==> config.mk <==
export PLATFORM = sky130hd
export DESIGN_NAME = i2c_master_bit_engine
export DESIGN_NICKNAME = d
export VERILOG_FILES = /design/src/rtl/core/i2cmbe_pkg.sv /design/src/rtl/core/i2c_master_bit_engine.sv
export SDC_FILE = /design/constraint.sdc
export NUM_CORES = 1
export LEC_CHECK = 0
export BUFFER_PORTS_ARGS = -buffer_cell sky130_fd_sc_hd__buf_2
export CORE_MARGIN = 10
export CORE_UTILIZATION = 35
export DETAILED_ROUTE_END_ITERATION = 12
export PLACE_DENSITY = 0.5
export SLEW_MARGIN = 30
export SYNTH_ARGS = -nofsm -noshare
export SYNTH_HDL_FRONTEND = slang
export SYNTH_SLANG_ARGS = --single-unit
==> constraint.sdc <==
create_clock -name clk -period 9.55 [get_ports clk]
set_input_delay 0.955 -clock clk [delete_from_list [all_inputs] [get_ports clk]]
set_output_delay 0.955 -clock clk [all_outputs]
set_load 0.01 [all_outputs]
==> src/rtl/core/i2cmbe_pkg.sv <==
// Shared types and constants for the I2C master bit engine.
`timescale 1ns / 1ps
`default_nettype none
package i2cmbe_pkg;

  localparam int BITS_PER_BYTE = 8;
  localparam int BIT_CNT_W     = $clog2(BITS_PER_BYTE + 1);
  localparam int DELAY_W       = 16;
  localparam int FUNC_W        = 3;

  localparam int IN_W  = 16;
  localparam int OUT_W = 16;

  // result word bit positions
  localparam int OUT_SCL_BIT  = 0;
  localparam int OUT_SDA_BIT  = 1;
  localparam int OUT_BUSY_BIT = 2;
  localparam int OUT_DONE_BIT = 3;
  localparam int OUT_RX_LSB   = 4;
  localparam int OUT_ACK_BIT  = OUT_RX_LSB + BITS_PER_BYTE;

  localparam logic [DELAY_W-1:0] PHASE_DELAY_RESET = 16'd72;

  typedef enum logic [FUNC_W-1:0] {
    CMD_NONE  = 3'd0,
    CMD_START = 3'd1,
    CMD_STOP  = 3'd2,
    CMD_WRITE = 3'd3,
    CMD_READ  = 3'd4,
    CMD_ACK   = 3'd5
  } cmd_t;

endpackage
`default_nettype wire

==> src/rtl/core/i2c_master_bit_engine.sv <==
// I2C master bit engine: timed SCL/SDA sequencer, one input word per clock tick while the result register is free.
`timescale 1ns / 1ps
`default_nettype none
// Each input word is one bus tick and carries an optional command (start, stop,
// write byte, read byte, send ack), the byte to send and the sampled SDA level.
// Every accepted word yields exactly one result word with the SCL/SDA levels,
// busy, done, the last received byte and the last ACK bit. A word is taken
// every cycle while the result register is empty or being drained; its result
// is shown in the following cycle from that single output register. Each bus phase is
// held for phase_delay_ticks ticks (0 acts as 1); commands arriving while busy
// are ignored.
module i2c_master_bit_engine (
  input  wire                              clk,
  input  wire                              rst_n,
  input  wire                              in_tvalid,
  output logic                             in_tready,
  // [2:0] func, [10:3] tx_byte, [11] sda_in, [15:12] zero
  input  wire  [i2cmbe_pkg::IN_W-1:0]      in_tdata,
  output logic                             out_tvalid,
  input  wire                              out_tready,
  // [0] scl_out, [1] sda_out, [2] busy_res, [3] done_res, [11:4] rx_byte,
  // [12] ack_bit, [15:13] zero
  output logic [i2cmbe_pkg::OUT_W-1:0]     out_tdata,
  input  wire                              cfg_we,
  input  wire  [i2cmbe_pkg::DELAY_W-1:0]   cfg_wdata
);

  localparam int BPB = i2cmbe_pkg::BITS_PER_BYTE;
  localparam int BCW = i2cmbe_pkg::BIT_CNT_W;
  localparam int DW  = i2cmbe_pkg::DELAY_W;

  typedef enum logic [1:0] {
    PH_IDLE  = 2'd0,
    PH_ONE   = 2'd1,
    PH_TWO   = 2'd2,
    PH_THREE = 2'd3
  } phase_t;

  phase_t                  phase_r,   phase_nxt;
  i2cmbe_pkg::cmd_t        cmd_r,     cmd_nxt;
  logic [BCW-1:0]          bit_cnt_r, bit_cnt_nxt;
  logic [BPB-1:0]          shift_r,   shift_nxt;
  logic [DW-1:0]           delay_r,   delay_nxt;
  logic                    scl_r,     scl_nxt;
  logic                    sda_r,     sda_nxt;
  logic                    ack_r,     ack_nxt;
  logic [BPB-1:0]          rx_r,      rx_nxt;
  logic [DW-1:0]           pdt_r;
  logic                    out_valid_r;
  logic [i2cmbe_pkg::OUT_W-1:0] out_data_r, out_data_nxt;

  logic [i2cmbe_pkg::FUNC_W-1:0] func;
  logic [BPB-1:0]          tx_byte;
  logic                    sda_in;
  logic                    accept;
  logic                    done;
  logic                    fin;
  logic                    drive;

  assign func    = in_tdata[i2cmbe_pkg::FUNC_W-1:0];
  assign tx_byte = in_tdata[i2cmbe_pkg::FUNC_W +: BPB];
  assign sda_in  = in_tdata[i2cmbe_pkg::FUNC_W + BPB];

  assign in_tready  = !out_valid_r || out_tready;
  assign accept     = in_tvalid && in_tready;
  assign out_tvalid = out_valid_r;
  assign out_tdata  = out_data_r;

  always_comb begin
    phase_nxt   = phase_r;
    cmd_nxt     = cmd_r;
    bit_cnt_nxt = bit_cnt_r;
    shift_nxt   = shift_r;
    delay_nxt   = delay_r;
    scl_nxt     = scl_r;
    sda_nxt     = sda_r;
    ack_nxt     = ack_r;
    rx_nxt      = rx_r;
    done        = 1'b0;
    fin         = 1'b0;
    drive       = 1'b0;

    if (phase_r == PH_IDLE) begin
      if (func >= i2cmbe_pkg::CMD_START && func <= i2cmbe_pkg::CMD_ACK) begin
        cmd_nxt     = i2cmbe_pkg::cmd_t'(func);
        bit_cnt_nxt = '0;
        shift_nxt   = (func == i2cmbe_pkg::CMD_WRITE) ? tx_byte : '0;
        phase_nxt   = PH_ONE;
        drive       = 1'b1;
      end
    end else if (delay_r != '0) begin
      delay_nxt = delay_r - 1'b1;
    end else begin
      // end of the current phase
      case (cmd_r)
        i2cmbe_pkg::CMD_START, i2cmbe_pkg::CMD_STOP: begin
          if (phase_r == PH_ONE) phase_nxt = PH_TWO;
          else fin = 1'b1;
        end
        i2cmbe_pkg::CMD_WRITE: begin
          if (bit_cnt_r < BCW'(BPB)) begin
            if (phase_r == PH_ONE) phase_nxt = PH_TWO;
            else if (phase_r == PH_TWO) phase_nxt = PH_THREE;
            else begin
              shift_nxt   = {shift_r[BPB-2:0], 1'b0};
              bit_cnt_nxt = bit_cnt_r + 1'b1;
              phase_nxt   = PH_ONE;
            end
          end else if (phase_r == PH_ONE) begin
            ack_nxt   = sda_in;
            phase_nxt = PH_TWO;
          end else begin
            fin = 1'b1;
          end
        end
        i2cmbe_pkg::CMD_READ: begin
          if (phase_r == PH_ONE) begin
            shift_nxt = {shift_r[BPB-2:0], sda_in};
            phase_nxt = PH_TWO;
          end else begin
            bit_cnt_nxt = bit_cnt_r + 1'b1;
            if (bit_cnt_nxt >= BCW'(BPB)) begin
              rx_nxt = shift_r;
              fin    = 1'b1;
            end else begin
              phase_nxt = PH_ONE;
            end
          end
        end
        i2cmbe_pkg::CMD_ACK: begin
          if (phase_r == PH_ONE) phase_nxt = PH_TWO;
          else if (phase_r == PH_TWO) phase_nxt = PH_THREE;
          else begin
            sda_nxt = 1'b1;
            fin     = 1'b1;
          end
        end
        default: fin = 1'b1;
      endcase

      if (fin) begin
        phase_nxt   = PH_IDLE;
        cmd_nxt     = i2cmbe_pkg::CMD_NONE;
        bit_cnt_nxt = '0;
        delay_nxt   = '0;
        done        = 1'b1;
      end else begin
        drive = 1'b1;
      end
    end

    // levels of the phase that begins now
    if (drive) begin
      case (cmd_nxt)
        i2cmbe_pkg::CMD_START: begin
          if (phase_nxt == PH_ONE) begin
            sda_nxt = 1'b1;
            scl_nxt = 1'b1;
          end else begin
            sda_nxt = 1'b0;
          end
        end
        i2cmbe_pkg::CMD_STOP: begin
          if (phase_nxt == PH_ONE) begin
            sda_nxt = 1'b0;
            scl_nxt = 1'b1;
          end else begin
            sda_nxt = 1'b1;
          end
        end
        i2cmbe_pkg::CMD_WRITE: begin
          if (bit_cnt_nxt < BCW'(BPB)) begin
            if (phase_nxt == PH_ONE) begin
              scl_nxt = 1'b0;
              sda_nxt = shift_nxt[BPB-1];
            end else if (phase_nxt == PH_TWO) begin
              scl_nxt = 1'b1;
            end else begin
              scl_nxt = 1'b0;
              // release SDA after the last data bit, ahead of the ACK slot
              if (bit_cnt_nxt == BCW'(BPB - 1)) sda_nxt = 1'b1;
            end
          end else if (phase_nxt == PH_ONE) begin
            scl_nxt = 1'b1;
            sda_nxt = 1'b1;
          end else begin
            scl_nxt = 1'b0;
          end
        end
        i2cmbe_pkg::CMD_READ: begin
          sda_nxt = 1'b1;
          scl_nxt = (phase_nxt == PH_ONE);
        end
        i2cmbe_pkg::CMD_ACK: begin
          if (phase_nxt == PH_ONE) sda_nxt = 1'b0;
          else if (phase_nxt == PH_TWO) scl_nxt = 1'b1;
          else scl_nxt = 1'b0;
        end
        default: ;
      endcase
      delay_nxt = (pdt_r == '0) ? '0 : pdt_r - 1'b1;
    end
  end

  always_comb begin
    out_data_nxt = '0;
    out_data_nxt[i2cmbe_pkg::OUT_SCL_BIT]             = scl_nxt;
    out_data_nxt[i2cmbe_pkg::OUT_SDA_BIT]             = sda_nxt;
    out_data_nxt[i2cmbe_pkg::OUT_BUSY_BIT]            = (phase_nxt != PH_IDLE);
    out_data_nxt[i2cmbe_pkg::OUT_DONE_BIT]            = done;
    out_data_nxt[i2cmbe_pkg::OUT_RX_LSB +: BPB]       = rx_nxt;
    out_data_nxt[i2cmbe_pkg::OUT_ACK_BIT]             = ack_nxt;
  end

  always_ff @(posedge clk) begin
    if (!rst_n) begin
      phase_r     <= PH_IDLE;
      cmd_r       <= i2cmbe_pkg::CMD_NONE;
      bit_cnt_r   <= '0;
      shift_r     <= '0;
      delay_r     <= '0;
      scl_r       <= 1'b1;
      sda_r       <= 1'b1;
      ack_r       <= 1'b1;
      rx_r        <= '0;
      pdt_r       <= i2cmbe_pkg::PHASE_DELAY_RESET;
      out_valid_r <= 1'b0;
    end else begin
      if (cfg_we) pdt_r <= cfg_wdata;
      if (accept) begin
        phase_r   <= phase_nxt;
        cmd_r     <= cmd_nxt;
        bit_cnt_r <= bit_cnt_nxt;
        shift_r   <= shift_nxt;
        delay_r   <= delay_nxt;
        scl_r     <= scl_nxt;
        sda_r     <= sda_nxt;
        ack_r     <= ack_nxt;
        rx_r      <= rx_nxt;
        out_valid_r <= 1'b1;
      end else if (out_tready) begin
        out_valid_r <= 1'b0;
      end
    end
  end

  always_ff @(posedge clk) begin
    if (accept) out_data_r <= out_data_nxt;
  end

endmodule
`default_nettype wire

Yosys cells after proc, flatten, opt, wreduce, memory -nomap -nowiden
Index checks and enable logic that the tools add are counted.
{"block": "totals", "out_inout_bits": 18, "register_bits": 74, "wordCells": 149, "inputBits": 37}
{"block": "classes", "order_cmp": 5, "reduce_logical": 16, "n_addsub": 3, "n_mux": 88, "eq_ne": 23}
{"operator": "8-bit two-way mux", "n": 13}
{"operator": "16-bit two-way mux", "n": 5}
{"operator": "1-bit two-way mux", "n": 40}
{"operator": "4-bit two-way mux", "n": 8}
{"operator": "16-bit by 1-bit subtractor with 16-bit output (second input constant)", "n": 2}
{"operator": "2-bit two-way mux", "n": 12}
{"operator": "16-bit logical NOT", "n": 1}
{"operator": "8-bit case mux with 2 select lines", "n": 1}
{"operator": "16-bit nonzero test", "n": 1}
{"operator": "3-bit by 2-bit equality test with 1-bit output (second input constant)", "n": 5}
{"operator": "3-bit equality test (second input constant)", "n": 4}
{"operator": "3-bit two-way mux", "n": 4}
{"operator": "3-bit inequality test (second input constant)", "n": 4}
{"operator": "4-bit less-than comparator (second input constant)", "n": 2}
{"operator": "1-bit case mux with 4 select lines", "n": 2}
{"operator": "2-bit case mux with 4 select lines", "n": 1}
{"operator": "4-bit case mux with 2 select lines", "n": 1}
{"operator": "8-bit AND reduction", "n": 1}
{"operator": "3-bit by 1-bit equality test with 1-bit output (second input constant)", "n": 2}
{"operator": "3-bit nonzero test", "n": 2}
{"operator": "2-bit OR reduction", "n": 3}
{"operator": "1-bit case mux with 5 select lines", "n": 1}
{"operator": "4-bit by 1-bit adder with 4-bit output (second input constant)", "n": 1}
{"operator": "2-bit by 1-bit equality test with 1-bit output (second input constant)", "n": 2}
{"operator": "other kinds (13)", "n": 17}

Depth between registers and ports, before layout
Gate-level depths: netlist (run 1).
{"block": "depth", "depth_word": 17, "ltp_mapped": 12, "depth_no_buf": 10}

Worst setup path after synthesis (run 1)
No wires, ideal clock.
{"block": "synth_timing", "path_kind": "register -> register", "from": "register phase_r[1]", "to": "register sda_r", "t_required_ns": 9.457, "setup_ns": 0.093, "setup_slack_ns": 6.388, "synth_period_minus_slack_ns": 3.162, "n_path_buf": 1, "path_stages_with_launch": 11, "arrival_ns": 3.069, "path_cell_list": "dfxtp_1 > inv_1 > ha_1 > clkbuf_1 > nor4b_1 > o2bb2ai_1 > a21oi_1 > or3_1 > a21oi_1 > o31ai_1 > o311ai_2"}
{"block": "synth_via", "elab_chain_cells": 16, "elab_cells_between_ends": 69, "cone_classes": "order compare (1); eq/ne (10); mux (57); reduce/logical (1)"}
{"element": "from (decl)", "line_no": "i2c_master_bit_engine.sv:39", "rtl": "phase_t phase_r, phase_nxt;"}
{"element": "from (signal assigned)", "line_no": "i2c_master_bit_engine.sv:231", "rtl": "phase_r <= phase_nxt;"}
{"element": "2-bit equality test / 2-bit by 1-bit equality test with 1-bit output (equally long branches)"}
{"element": "1-bit two-way mux (on tied branches)", "line_no": "i2c_master_bit_engine.sv:132, i2c_master_bit_engine.sv:97, i2c_master_bit_engine.sv:109"}
{"element": "1-bit two-way mux (on tied branches)", "line_no": "i2c_master_bit_engine.sv:131, i2c_master_bit_engine.sv:101"}
{"element": "1-bit case mux with 4 select lines", "line_no": "i2c_master_bit_engine.sv:95", "rtl": "case (cmd_r)"}
{"element": "1-bit two-way mux", "line_no": "i2c_master_bit_engine.sv:91", "rtl": "end else if (delay_r != '0) begin"}
{"element": "1-bit two-way mux", "line_no": "i2c_master_bit_engine.sv:83", "rtl": "if (phase_r == PH_IDLE) begin"}
{"element": "4-bit two-way mux", "line_no": "i2c_master_bit_engine.sv:141", "rtl": "if (fin) begin"}
{"element": "4-bit two-way mux", "line_no": "i2c_master_bit_engine.sv:91"}
{"element": "4-bit two-way mux", "line_no": "i2c_master_bit_engine.sv:83"}
{"element": "4-bit by 3-bit equality test with 1-bit output", "line_no": "i2c_master_bit_engine.sv:181", "rtl": "if (bit_cnt_nxt == BCW'(BPB - 1)) sda_nxt = 1'b1;"}
{"element": "1-bit two-way mux", "line_no": "i2c_master_bit_engine.sv:181"}
{"element": "1-bit two-way mux", "line_no": "i2c_master_bit_engine.sv:176", "rtl": "end else if (phase_nxt == PH_TWO) begin"}
{"element": "1-bit two-way mux", "line_no": "i2c_master_bit_engine.sv:173", "rtl": "if (phase_nxt == PH_ONE) begin"}
{"element": "1-bit two-way mux", "line_no": "i2c_master_bit_engine.sv:172", "rtl": "if (bit_cnt_nxt < BCW'(BPB)) begin"}
{"element": "1-bit case mux with 5 select lines", "line_no": "i2c_master_bit_engine.sv:154", "rtl": "case (cmd_nxt)"}
{"element": "1-bit two-way mux (*)", "line_no": "i2c_master_bit_engine.sv:153", "rtl": "if (drive) begin"}
{"element": "to (signal assigned)", "line_no": "i2c_master_bit_engine.sv:237", "rtl": "sda_r <= sda_nxt;"}
{"element": "to (decl)", "line_no": "i2c_master_bit_engine.sv:45", "rtl": "logic sda_r, sda_nxt;"}
Mark *: on every way between the ends. The rest lies on a longest branch, timed or not. The select of a mux whose other input is x is not followed.
A chain may end at the register's enable or synchronous reset.

Worst setup path after layout (run 1)
{"block": "layout_timing", "from": "register delay_r[0]", "to": "register out_data_r (netlist bit out_tdata[1]), data pin"}
{"block": "layout_via", "elab_chain_cells": 10, "elab_cells_between_ends": 32, "cone_classes": "order compare (1); eq/ne (8); mux (22); reduce/logical (1)"}
{"element": "from (decl)", "line_no": "i2c_master_bit_engine.sv:43", "rtl": "logic [DW-1:0] delay_r, delay_nxt;"}
{"element": "from (signal assigned)", "line_no": "i2c_master_bit_engine.sv:235", "rtl": "delay_r <= delay_nxt;"}
{"element": "16-bit nonzero test (*)", "line_no": "i2c_master_bit_engine.sv:91"}
{"element": "4-bit two-way mux", "line_no": "i2c_master_bit_engine.sv:91"}
{"element": "4-bit two-way mux", "line_no": "i2c_master_bit_engine.sv:83"}
{"element": "4-bit by 3-bit equality test with 1-bit output", "line_no": "i2c_master_bit_engine.sv:181"}
{"element": "1-bit two-way mux", "line_no": "i2c_master_bit_engine.sv:181"}
{"element": "1-bit two-way mux", "line_no": "i2c_master_bit_engine.sv:176"}
{"element": "1-bit two-way mux", "line_no": "i2c_master_bit_engine.sv:173"}
{"element": "1-bit two-way mux", "line_no": "i2c_master_bit_engine.sv:172"}
{"element": "1-bit case mux with 5 select lines", "line_no": "i2c_master_bit_engine.sv:154"}
{"element": "1-bit two-way mux (*)", "line_no": "i2c_master_bit_engine.sv:153"}
{"element": "via out_data_nxt (one bit)", "line_no": "i2c_master_bit_engine.sv:50", "rtl": "logic [i2cmbe_pkg::OUT_W-1:0] out_data_r, out_data_nxt;"}
{"element": "to (signal assigned)", "line_no": "i2c_master_bit_engine.sv:248", "rtl": "if (accept) out_data_r <= out_data_nxt;"}
{"element": "to (decl)", "line_no": "i2c_master_bit_engine.sv:50"}
Mark *: on every way through the listed nets, which the timed path passes. The rest lies on a longest branch. The select of a mux whose other input is x is not followed.

==> results of run 1 <==
==> where the power goes <==
| part | internal [mW] | switching (mW) | total, mW |
|---|---|---|---|
| Clock | 0.205 | 0.143 | 0.348 |
| Sequential | 0.347 | 0.0254 | 0.372 |
| Combinational | 0.0952 | 0.164 | 0.259 |
| Total | 0.647 | 0.332 | 0.979 |
==> through the flow <==
step	hold WS (ns)	utilization	setup slack (ns)	power [mW]	cell area [um^2]
2_1_floorplan	0.433	-	6.39	0.570	4400
3_3_place_gp	0.446	0.391	5.79	0.632	4760
3_5_place_dp	0.467	0.391	5.79	0.635	4760
4_1_cts	0.477	0.416	5.77	0.988	5060
5_1_grt	0.522	0.417	5.53	1.04	5070
6_report	0.472	0.417	5.73	0.979	5070
==> worst max-delay path, cell delays in order (launching register included) <==
cell       delay [ns]
dfxtp_1          0.34
inv_1            0.07
ha_1             0.20
or4b_1           0.55
or4_4            0.56
nor3_4           0.54
mux2i_1          0.19
o21ai_0          0.36
o31ai_2          0.14
a2111oi_2        0.46
nor2_1           0.14
==> cell usage in the layout (no fill, tap or decap), types with 3 or more instances in the layout <==
cell type	Yosys	final
a211oi_1	14	14
a21oi_1	34	34
a22oi_1	13	13
buf_2	1	47
buf_4	4	6
clkbuf_16	0	9
conb_1	1	3
dfxtp_1	61	61
edfxtp_1	13	13
ha_1	10	10
inv_1	17	16
mux2_2	9	9
mux2i_1	19	19
nand2_1	49	49
nand2b_1	9	9
nand3_1	6	6
nor2_1	80	80
nor2b_1	4	4
nor3_1	27	26
nor3b_1	5	5
nor4_1	7	7
o21a_1	3	3
o21ai_0	32	32
o22ai_1	14	14
o31ai_1	6	6
or3_1	8	8
xnor2_1	10	10
xor2_1	5	5
==> layer usage <==
metal	vias up	wire length, um	GRT usage
met5	-	0	0
met4	0	197	0.0488
met3	13	505	0.0389
met2	83	5490	0.216
met1	1873	5500	0.161
li1	2041	-	-
==> kinds of logic (layout without fill, tap and decap cells) <==
family / after synthesis / count (layout) / share of synthesized area
xor+xnor: 15 / 15 / 0.0299
other cells: 1 / 3 / 0.000853
mux: 28 / 28 / 0.0663
fa+ha+maj: 10 / 10 / 0.0285
simple gates: 210 / 210 / 0.229
flops: 74 / 74 / 0.367
buf+inv: 47 / 86 / 0.0456
compound gates: 152 / 152 / 0.233
==> registers in the layout (all words and copies together), names as in the netlist <==
name        count
shift_r         8
delay_r        16
pdt_r          16
rx_r            8
sda_r           1
bit_cnt_r       4
phase_r         2
cmd_r           3
ack_r           1
out_tvalid      1
out_tdata      13
scl_r           1
==> Yosys cell counts, types with 2 or more instances <==
cell type	n	area, um^2
o21a_1	3	22.5
o21ai_0	32	160
a22oi_1	13	97.6
nand2b_1	9	56.3
nand2_1	49	184
mux2i_1	19	190
nor3b_1	5	37.5
inv_1	17	63.8
a22o_1	2	17.5
nor3_1	27	135
o211ai_1	2	15.0
a21oi_1	34	170
or3_1	8	50.1
xor2_1	5	43.8
nand3b_1	2	15.0
nor4_1	7	43.8
o31ai_1	6	45.0
o2bb2ai_1	2	17.5
xnor2_1	10	87.6
a311oi_1	2	17.5
o21ai_1	2	10.0
mux2_2	9	101
buf_4	4	30.0
o22ai_1	14	87.6
dfxtp_1	61	1220
ha_1	10	125
nand4_1	2	12.5
a21boi_0	2	15.0
a211oi_1	14	105
or4_4	2	22.5
a211oi_2	2	25.0
edfxtp_1	13	390
o221ai_1	2	17.5
nand3_1	6	30.0
o311ai_0	2	17.5
nor2b_1	4	25.0
nor2_1	80	300
clkbuf_1	24	90.1
==> worst min path at each step <==
stage / from / endpoint / slack [ns] / depth (start not counted)
2_1_floorplan: ack_r$_SDFFE_PN1P_ / ack_r$_SDFFE_PN1P_ / 0.43 / 2
3_3_place_gp: ack_r$_SDFFE_PN1P_ / ack_r$_SDFFE_PN1P_ / 0.45 / 2
3_5_place_dp: ack_r$_SDFFE_PN1P_ / ack_r$_SDFFE_PN1P_ / 0.47 / 2
4_1_cts: ack_r$_SDFFE_PN1P_ / ack_r$_SDFFE_PN1P_ / 0.48 / 2
5_1_grt: delay_r[9]$_SDFFE_PN0P_ / delay_r[9]$_SDFFE_PN0P_ / 0.52 / 2
6_report: ack_r$_SDFFE_PN1P_ / ack_r$_SDFFE_PN1P_ / 0.47 / 2
==> final cells by class <==
class,instances,area share
clock inverter,7,0.0153
tap,168,0.0415
sequential,74,0.318
multi-input combinational,418,0.513
inverter,17,0.0126
timing repair buffer,53,0.0553
clock buffer,9,0.0444
==> results.md, run 1 <==
* Gr usage total at 0.133
* Yosys warnings at 0
* Min Tclk post-route at 3.82 ns
* Flop2flop setup slack at 5.73 ns
* Top_reg_cell synth: dfxtp_1
* Sequential Area at 1610 um^2
* GRT overflow at 0
* Post-CTS sizing at 0
* Max Clock Skew at 0.00990 ns
* Fill cells at 1,226
* Max Cap Violations at 0
* DIE HEIGHT at 132 um
* Core Box Area at 12,200 um^2
* Multi-input logic area at 2600 um^2
* Worst flop-to-flop path endpoint: out_tdata[1]$_DFFE_PP_
* Worst vdd ir at 0.000128 V
* Type of origin of the critical path: flop
* Drt drc at 0
* Bufs on Longest Clock Path at 2
* # clock sinks at 74
* WP data arrival at 3.90 ns
* Worst r2r src: delay_r[0]$_SDFFE_PN0P_
* Vias in the first global route at 3,913
* Later-pin clock latency in the skew report at 0.35 ns
* Largest net degree at the start of global routing at 36
* Netlist cell types at 68
* Fmax achieved at 262 MHz
* CTS clk-pin slew, worst paths at 0.07 ns
* Setup TNS at 0 ns
* Register area share after synthesis at 0.367
* Vias at 4,010
* Worst setup endpoint: out_tdata[1]$_DFFE_PP_
* Worst r2r path cells at 10
* Via density at 5.38
* Outcome: completed
* Slew margin rel. at 0.385
* Least-Margin Pin Slew at 0.923 ns
* Hold buffer count at cts at 0
* FP Rows at 40
* Final setup violating endpoints at 0
* Initial core utilization at 0.361
* Pre-antenna DRT Iters at 5
* Placer congestion estimate at 0.887
* Antenna-violating nets left at 0
* Mapped Avg Cell Area at 8.18 um^2
* Nets at 620
* Port bufs at 47
* H-tree depth at 3
* CTS root buffer: clkbuf_16
* Tcrit/Tclk final at 0.400
* Io pins at 55
* Synthesized instance count at 537
* DIE WIDTH at 132 um
* HPWL Detailed at 8.33 mm
* Largest fanout on the critical path at 13
* Post-CTS setup buffers at 0
* ANT cells at 0
* WL/cell at 15.7 um
* Die ar. at 17,400 um^2
* DP Cell Count at 730
* PD cells at 193 nW/um^2
* Share of cells above drive strength 1 at 0.164
* CP Launch Point: delay_r[0]$_SDFFE_PN0P_
* Max Slew Vio Count at 0
* CP endpoint kind: flop
* Post-synth EDFFs at 13
* #FFs+latches synth at 74
* Leakage at 1.86 nW
* P&R area growth vs syn at 15.3%
* CP required at 9.63 ns
* Initial antenna violation count at 0
* CTS tree: done
* Fin. Hold Viols at 0
* Drt initial violations at 295
* Ys async rst share at 0
* Kind of critical path: flop to flop
* Non-filler cells, final at 746
* TritonCTS Buffers at 9
* Hold/Removal Path Class: flop to flop
* First-pass GRT wire length at 19.5 mm
* Total routed wirelength at 11.7 mm
* RSZ-0062 raised after global routing: false
* Area of the mapped netlist at 4390 um^2
Note: power is estimated with default switching activity, not from simulation.
==> run 2, diff against run 1 <==
==> constraint.sdc (replaced) <==
create_clock -name clk -period 3.7 [get_ports clk]
set_input_delay 0.37 -clock clk [delete_from_list [all_inputs] [get_ports clk]]
set_output_delay 0.37 -clock clk [all_outputs]
set_load 0.01 [all_outputs]
==> results.md, run 2 (synthesis results as in run 1) <==
* CTS clk-pin slew, worst paths at 0.06 ns (was 0.07 ns)
* Worst flop-to-flop path endpoint: out_tdata[0]$_DFFE_PP_ (was out_tdata[1]$_DFFE_PP_)
* Nets at 632 (was 620)
* Dpl ws at 0.144 ns (was 5.79 ns)
* Tcrit/Tclk final at 0.932 (was 0.400)
* Hold_ws at 0.249 ns (was 0.472 ns)
* WP data arrival at 3.53 ns (was 3.90 ns)
* HPWL Detailed at 8.84 mm (was 8.33 mm)
* Fin. Hold Viols at 0 (unchanged)
* Share of cells above drive strength 1 at 0.178 (was 0.164)
* Setup ws final at 0.253 ns (was 5.73 ns)
* Flop2flop setup slack at 0.25 ns (was 5.73 ns)
* Antenna-violating nets left at 0 (unchanged)
* Slew margin rel. at 0.471 (was 0.385)
* Total routed wirelength at 12.2 mm (was 11.7 mm)
* Worst r2r src: delay_r[0]$_SDFFE_PN0P_ (unchanged)
* Placer congestion estimate at 0.897 (was 0.887)
* Core Box Area at 12,200 um^2 (unchanged)
* P&R area growth vs syn at 17.3% (was 15.3%)
* Hold path endpoint: pdt_r[6]$_SDFFE_PN1P_ (was ack_r$_SDFFE_PN1P_)
* Type of origin of the critical path: flop (unchanged)
* Slowest stage delay, CP at 0.54 ns (was 0.56 ns)
* HP Start: cfg_wdata[6] (was ack_r$_SDFFE_PN1P_)
* Largest net degree at the start of global routing at 42 (was 36)
* Vias in the first global route at 3,965 (was 3,913)
* Commonest non-fill, non-tap cell in the layout: nor2_1 (unchanged)
* First-pass GRT wire length at 20.4 mm (was 19.5 mm)
* Fmax achieved at 290 MHz (was 262 MHz)
* Max Cap Violations at 0 (unchanged)
* Max Slew Vio Count at 0 (unchanged)
* CTS root buffer: clkbuf_16 (unchanged)
* Final setup violating endpoints at 0 (unchanged)
* CP Cell Sequence: inv_1, ha_1, or4b_1, or4_4, or3_4, o21ai_2, xor2_1, o22ai_1, a211oi_2, a21oi_1 (was inv_1, ha_1, or4b_1, or4_4, nor3_4, mux2i_1, o21ai_0, o31ai_2, a2111oi_2, nor2_1)
* H-tree depth at 3 (unchanged)
* WL/cell at 16.1 um (was 15.7 um)
* Pre-antenna DRT Iters at 5 (unchanged)
* Hold Path Stages at 3 (was 2)
* Gr usage total at 0.138 (was 0.133)
* Kind of critical path: flop to flop (unchanged)
* Max Clock Skew at 0.00811 ns (was 0.00990 ns)
* CP required at 3.78 ns (was 9.63 ns)
* Outcome: completed (unchanged)
* CTS tree: done (unchanged)
* RSZ-0062 raised after global routing: false (unchanged)
* Bufs on Longest Clock Path at 2 (unchanged)
* Min Tclk post-route at 3.45 ns (was 3.82 ns)
* Least-Margin Pin Slew at 0.785 ns (was 0.923 ns)
* PD cells at 493 nW/um^2 (was 193 nW/um^2)
* Via density at 5.36 (was 5.38)
* Initial antenna violation count at 0 (unchanged)
* Die ar. at 17,400 um^2 (unchanged)
* Hold buffer count at cts at 0 (unchanged)
* Critical Path Slowest Stage Cell: or4_4 (unchanged)
* Drt initial violations at 309 (was 295)
* TritonCTS Buffers at 9 (unchanged)
* Port bufs at 47 (unchanged)
* DIE WIDTH at 132 um (unchanged)
* DIE HEIGHT at 132 um (unchanged)
* Most frequent cells in the layout: nor2_1, dfxtp_1, nand2_1, buf_2, a21oi_1 (unchanged)
* Leakage at 1.92 nW (was 1.86 nW)
* Later-pin clock latency in the skew report at 0.34 ns (was 0.35 ns)
* # clock sinks at 74 (unchanged)
* Initial core utilization at 0.361 (unchanged)
* Drt drc at 0 (unchanged)
* Io pins at 55 (unchanged)
* GRT overflow at 0 (unchanged)
* FP Rows at 40 (unchanged)
* Vias at 4,065 (was 4,010)
* Hold/Removal Path Class: primary input to flop (was flop to flop)
* CP endpoint kind: flop (unchanged)
* Largest fanout on the critical path at 12 (was 13)
* Worst r2r path cells at 10 (unchanged)
* Fill cells at 1,241 (was 1,226)
* Worst vdd ir at 0.000264 V (was 0.000128 V)
* Setup TNS at 0 ns (unchanged)
* ANT cells at 0 (unchanged)
[run 2: per-stage QoR]
stage | instances | power, mW | cell area (um^2) | utilization
2_1_floorplan | 539 | 1.47 | 4400 | -
3_3_place_gp | 739 | 1.65 | 4820 | 0.397
3_5_place_dp | 739 | 1.66 | 4820 | 0.397
4_1_cts | 755 | 2.55 | 5120 | 0.421
5_1_grt | 758 | 2.70 | 5150 | 0.424
6_report | 758 | 2.54 | 5150 | 0.424
[run 2: worst max path at each step]
| stage | slack, ns | startpoint | cells after the start | to |
|---|---|---|---|---|
| floorplan | 0.54 | phase_r[1]$_SDFFE_PN0P_ | 10 | sda_r$_SDFFE_PN1P_ |
| finish | 0.25 | delay_r[0]$_SDFFE_PN0P_ | 10 | out_tdata[0]$_DFFE_PP_ |
| detailed placement | 0.14 | delay_r[0]$_SDFFE_PN0P_ | 10 | out_tdata[1]$_DFFE_PP_ |
| global route | 0.11 | phase_r[0]$_SDFFE_PN0P_ | 10 | out_tdata[1]$_DFFE_PP_ |
| global placement | 0.21 | delay_r[0]$_SDFFE_PN0P_ | 10 | out_tdata[1]$_DFFE_PP_ |
| CTS | 0.13 | delay_r[0]$_SDFFE_PN0P_ | 10 | out_tdata[1]$_DFFE_PP_ |
[run 2: timing repair]
| action | 4_1_cts | 5_1_grt |
|---|---|---|
| endpoints found under the setup margin | 0 | 1 |
| endpoints found under the hold margin | 0 | 0 |
| buffers inserted | 0 | 3 |
| resized for setup | 0 | 1 |
[run 2: layout make-up]
cell class	instances	area, um^2	share of cell area
tap	168	210	0.0408
sequential	74	1610	0.313
clock inverter	7	76.3	0.0148
timing repair buffer	65	370	0.0718
multi-input combinational	418	2600	0.504
clock buffer	9	225	0.0437
inverter	17	63.8	0.0124
[run 2: routing by layer]
metal / wire (um) / track usage / vias to the layer above
met5: 0 / 0 / -
met4: 119 / 0.0414 / 0
met3: 472 / 0.0313 / 14
met2: 5820 / 0.229 / 85
met1: 5770 / 0.174 / 1913
li1: - / - / 2053
[run 2: critical path, delay by kind of cell (launching register included)]
family	cells	cell delay [ns]
AOI/OAI and AO/OA	4	0.82
DFF	1	0.34
xor gates and xnor gates	1	0.26
and+or+nand+nor	3	1.52
adders and majority gates	1	0.19
buffers and inverters	1	0.07
[run 2: power breakdown]
part | switching [mW] | internal, mW | leakage, nW
combinational | 0.432 | 0.266 | 1.15
clock | 0.352 | 0.527 | 0.144
sequential | 0.0663 | 0.896 | 0.628
total | 0.851 | 1.69 | 1.92
